<file path="src/sv/npc_pkg.sv">
// Shared types, constants and grid tables for the nearest palette color search.
package npc_pkg;

	localparam int DEF_PALETTE_SIZE = 256;
	localparam int CHAN_W           = 8;
	localparam int IDX_W            = 8;
	localparam int DIST_W           = 18;
	localparam int CHAN_MAX         = 255;
	localparam int RB_STEPS         = 11;
	localparam int G_STEPS          = 23;

	localparam logic REQ_LOAD  = 1'b0;
	localparam logic REQ_QUERY = 1'b1;

	typedef logic [CHAN_W-1:0] grid_lut_t [2**CHAN_W];

	// Beat payload handed from cell to cell along the chain
	typedef struct packed {
		logic              query;
		logic [IDX_W-1:0]  idx;
		logic [CHAN_W-1:0] red;
		logic [CHAN_W-1:0] green;
		logic [CHAN_W-1:0] blue;
		logic [IDX_W-1:0]  best_idx;
		logic [DIST_W-1:0] best_dist;
	} npc_beat_t;

	// Red/blue grid: quantize to 12 levels and rebuild
	function automatic grid_lut_t build_grid_rb();
		grid_lut_t lut;
		for (int i = 0; i < 2**CHAN_W; i++) begin
			lut[i] = CHAN_W'((((i * RB_STEPS) / CHAN_MAX) * CHAN_MAX) / RB_STEPS);
		end
		return lut;
	endfunction

	// Green grid: quantize to 24 levels and rebuild
	function automatic grid_lut_t build_grid_g();
		grid_lut_t lut;
		for (int i = 0; i < 2**CHAN_W; i++) begin
			lut[i] = CHAN_W'((((i * G_STEPS) / CHAN_MAX) * CHAN_MAX) / G_STEPS);
		end
		return lut;
	endfunction

	localparam grid_lut_t GRID_RB = build_grid_rb();
	localparam grid_lut_t GRID_G  = build_grid_g();

endpackage

</file>
<file path="src/sv/npc_cell.sv">
// One chain cell: holds a palette entry, scores passing queries against it.
module npc_cell import npc_pkg::*; #(
	parameter int CELL_INDEX = 0
) (
	input  logic      clk,
	input  logic      arst_n,
	input  logic      advance,
	input  logic      valid_i,
	input  npc_beat_t beat_i,
	output logic      valid_o,
	output npc_beat_t beat_o
);

	logic [3*CHAN_W-1:0] entry_q;
	logic                valid_q;
	npc_beat_t           beat_q;
	npc_beat_t           beat_nxt;
	logic [CHAN_W-1:0]   diff_r, diff_g, diff_b;
	logic [2*CHAN_W-1:0] sq_r, sq_g, sq_b;
	logic [DIST_W-1:0]   dist_sum;
	logic                hit_load;

	// Distance from the grid color to the stored entry
	always_comb begin
		diff_r = (beat_i.red >= entry_q[3*CHAN_W-1:2*CHAN_W])
			? beat_i.red - entry_q[3*CHAN_W-1:2*CHAN_W]
			: entry_q[3*CHAN_W-1:2*CHAN_W] - beat_i.red;
		diff_g = (beat_i.green >= entry_q[2*CHAN_W-1:CHAN_W])
			? beat_i.green - entry_q[2*CHAN_W-1:CHAN_W]
			: entry_q[2*CHAN_W-1:CHAN_W] - beat_i.green;
		diff_b = (beat_i.blue >= entry_q[CHAN_W-1:0])
			? beat_i.blue - entry_q[CHAN_W-1:0]
			: entry_q[CHAN_W-1:0] - beat_i.blue;
		sq_r = diff_r * diff_r;
		sq_g = diff_g * diff_g;
		sq_b = diff_b * diff_b;
		dist_sum = DIST_W'(sq_r) + DIST_W'(sq_g) + DIST_W'(sq_b);
	end

	// Keep the running best; strict compare leaves ties with the lower index
	always_comb begin
		beat_nxt = beat_i;
		if (beat_i.query && (dist_sum < beat_i.best_dist)) begin
			beat_nxt.best_dist = dist_sum;
			beat_nxt.best_idx  = IDX_W'(CELL_INDEX);
		end
	end

	assign hit_load = valid_i && (beat_i.query == REQ_LOAD) && (beat_i.idx == IDX_W'(CELL_INDEX));

	always_ff @(posedge clk or negedge arst_n) begin
		if (!arst_n) begin
			valid_q <= 1'b0;
		end else if (advance) begin
			valid_q <= valid_i;
		end
	end

	always_ff @(posedge clk) begin
		if (advance) begin
			beat_q <= beat_nxt;
			if (hit_load) begin
				entry_q <= {beat_i.red, beat_i.green, beat_i.blue};
			end
		end
	end

	assign valid_o = valid_q;
	assign beat_o  = beat_q;

endmodule

</file>
<file path="config.mk">
export PLATFORM = sky130hd
export DESIGN_NAME = npc_cell
export DESIGN_NICKNAME = d
export VERILOG_FILES = /design/src/sv/npc_pkg.sv /design/src/sv/npc_cell.sv
export SDC_FILE = /design/constraint.sdc
export NUM_CORES = 1
export LEC_CHECK = 0
export ABC_AREA = 1
export BUFFER_PORTS_ARGS = -buffer_cell sky130_fd_sc_hd__buf_2
export CAP_MARGIN = 15
export CELL_PAD_IN_SITES_DETAIL_PLACEMENT = 1
export CELL_PAD_IN_SITES_GLOBAL_PLACEMENT = 2
export CORE_MARGIN = 4
export CORE_UTILIZATION = 30
export DETAILED_ROUTE_END_ITERATION = 12
export GPL_ROUTABILITY_DRIVEN = 0
export PLACE_DENSITY_LB_ADDON = 0.1
export SLEW_MARGIN = 20
export SYNTH_ARGS = -nofsm -noshare
export SYNTH_HDL_FRONTEND = slang
export SYNTH_SLANG_ARGS = --single-unit
</file>
<file path="constraint.sdc">
create_clock -name clk -period 8 [get_ports clk]
set_input_delay 1.2 -clock clk [delete_from_list [all_inputs] [get_ports clk]]
set_output_delay 1.2 -clock clk [all_outputs]
set_load 0.01 [all_outputs]
</file>
==> impl_metrics.tcl <==
set metrics [dict create \
    worst-r2r-setup-slack_ns -0.16 \
    drv_cap 0 \
    io_buffers 122 \
    cts_tree "built" \
    nNetsFinal 2088 \
    tightestPinTransition_ns 0.919 \
    routed_via_density 4.31 \
    synth_top_family_by_area "adder cells" \
    dieArea_um2 41200 \
    setup_ws_ns -0.656 \
    ioPinCount 123 \
    clk_latency_ns 0.37 \
    required_ns 8.12 \
    area_delta_synth_final_pct 41.3 \
    avgRoutedWirePerCell_um 15.1 \
    cts_root_buffer "clkbuf_16" \
    drv_slew 0 \
    synth.ff_latch_count 84 \
    grt_pass1_vias 10900 \
    hold_viol 0 \
    dr.pass1.iters 4 \
    core_um2 37600 \
    antenna_cells 0 \
    layout-drive-gt1-share_pct 37.4 \
    ys_seq_area_share_pct 22.1 \
    synth-simple-area-share_pct 19.0 \
    ys_warn_count 0 \
    dp_slack_ns -1.39 \
    grt_pass1_wl_um 56900 \
    rsz0062_at_grt "yes" \
    cp-start-kind "primary input" \
    crit_slowest_cell "fa_2" \
    dpl.hpwl_um 28800 \
    path_max_fanout 5 \
    max_clock_freq_mhz 116 \
    grt_max_degree 62 \
    die_h_um 203 \
    drtIter0Drc 294 \
    setup_violations 26 \
    crit_type "in -> reg" \
    arrival_ns 8.78 \
    track_usage_pct 17.4 \
    synth_compound_area_share_pct 4.11 \
    clock-sinks 84 \
    path_clk_slew_ns 0.06 \
    via_count 9748 \
    rows 71 \
    hold_class "reg -> reg" \
    synthAdderAreaFrac_pct 39.9 \
    netlist_area_um2 11400 \
    h-tree-depth 3 \
    numCtsBuffers 9 \
    layout_commonest_cell "inv_1" \
    clockBufferDepth 2 \
    synthXorXnorAreaFrac_pct 2.31 \
    antenna_left 0 \
    initial_core_util_pct 30.3 \
    violations "negative setup slack" \
    netlist_instances 1354 \
    endpoint_kind "flop" \
    syn-num-nets 1697 \
    fin_crit_ns 8.66 \
    final_cell_mix "326 x inv_1, 258 x buf_4, 241 x nand2_1, 127 x fa_1, 118 x buf_2" \
    antenna_found_initial 0 \
    num-fill-cells 4496 \
    synth.area.mux_share_pct 0 \
    wirelength_um 34100 \
    die-width_um 203 \
    hold_path_depth 2 \
    drc 0 \
    cp_common_cell "nand2_4" \
    relSlewSlack_pct 38.7 \
    synth_cell_type_count 36 \
    fin_crit_sh_pct 108 \
    syn_avg_cell_area_um2 8.42 \
    rr_worst_depth 38 \
    outcome "finished with violations" \
    overflow 0 \
    skew_ns 0.00956 \
    max_stage_delay_ns 0.54 \
]
[path summary, 6_finish.rpt]
path / start / endpoint
max: beat_i[42] / beat_o[10]
max in group asynchronous: arst_n / valid_o
max reg2reg: entry_q[0] / beat_o[10]
min reg2reg: valid_o / valid_o
min: valid_o / valid_o
min in group asynchronous: arst_n / valid_o
[registers in the layout, indices dropped and copies added (netlist names)]
register / flops
beat_o: 59
entry_q: 24
valid_o: 1
[per-stage QoR]
stage                     util (%)  std cells  hold WS (ns)  instance area (um^2)  setup TNS [ns]
after global placement        38.5       2199         0.508                 14500          -34.27
after global routing          42.9       2261         0.564                 16100          -25.21
after detailed placement      38.5       2199         0.516                 14500          -34.92
after floorplan                  -       1354         0.549                 11600          -12.25
final                         42.9       2261         0.518                 16100          -15.77
after CTS                     41.6       2247         0.526                 15600          -14.10
[per-layer routing]
metal  routed length, um  GRT usage, %  vias to the layer above
li1                    -             -                     4862
met2               17100          30.4                       70
met5                   0             0                        -
met1               15900          23.2                     4801
met4                 373          3.37                        0
met3                 790          2.17                       15
[timing repair]
item,in CTS,in global routing
hold buffers,0,0
buffers inserted,26,14
pin swaps,99,78
gates resized for setup,151,95
cloned,6,0
endpoints found under the setup margin,26,26
[Yosys cell counts]
master    count  area share [%]
a21oi_2       2            0.15
fa_1        139              24
nor3_1        3            0.13
buf_4         1           0.066
o21ai_2       3            0.23
dfrtp_1       1            0.22
and2_1        1           0.055
inv_4         1           0.055
nor2_2        8            0.44
or2_2         2            0.11
o21ai_0      13            0.57
a21oi_1      40             1.8
nand3_2       1           0.088
edfxtp_1     83              22
nand2_1     300             9.9
nor2_4        4            0.40
a21oi_4       1            0.14
nand2_4       7            0.69
nor2_1      104             3.4
a21o_1        3            0.20
inv_1       354              12
buf_6         2            0.20
nand4_1      16            0.88
nor3_2        1           0.088
ha_1        141              15
o21ai_1       3            0.13
buf_2         8            0.35
o21a_1        9            0.59
o21bai_1      5            0.33
xnor2_1       6            0.46
xor2_1       24             1.8
nor4_1        2            0.11
nand2_2      14            0.77
inv_2         9            0.30
nand3_1      40             1.8
or2_1         3            0.16
[cells by family (layout without fill, tap and decap cells)]
logic type      after synthesis  in the layout
simple gates                506            511
buf+inv                     375            766
fa+ha+maj                   280            280
flops                        84             84
compound gates               79             79
xor+xnor                     30             30
[cell type report]
cell class                      instances  area (um^2)  share of cell area [%]
Sequential cell                        84         2520                    15.6
Tap cell                              511          639                    3.97
Multi-Input combinational cell        900         8560                    53.2
Timing Repair Buffer                  386         2660                    16.5
Clock inverter                          3         45.0                   0.280
Clock buffer                           13          270                    1.68
Inverter                              364         1410                    8.73
[worst max-delay path: cells and delay by family]
family / cells / cell delay [ns]
AOI/OAI and AO/OA: 3 / 0.57
and+or+nand+nor: 18 / 1.85
adders and majority gates: 11 / 4.36
buffers and inverters: 11 / 0.80
Power is left out: the tool's default activity adds up to more than one toggle a clock period on the data nets, which glitch-free logic cannot reach.
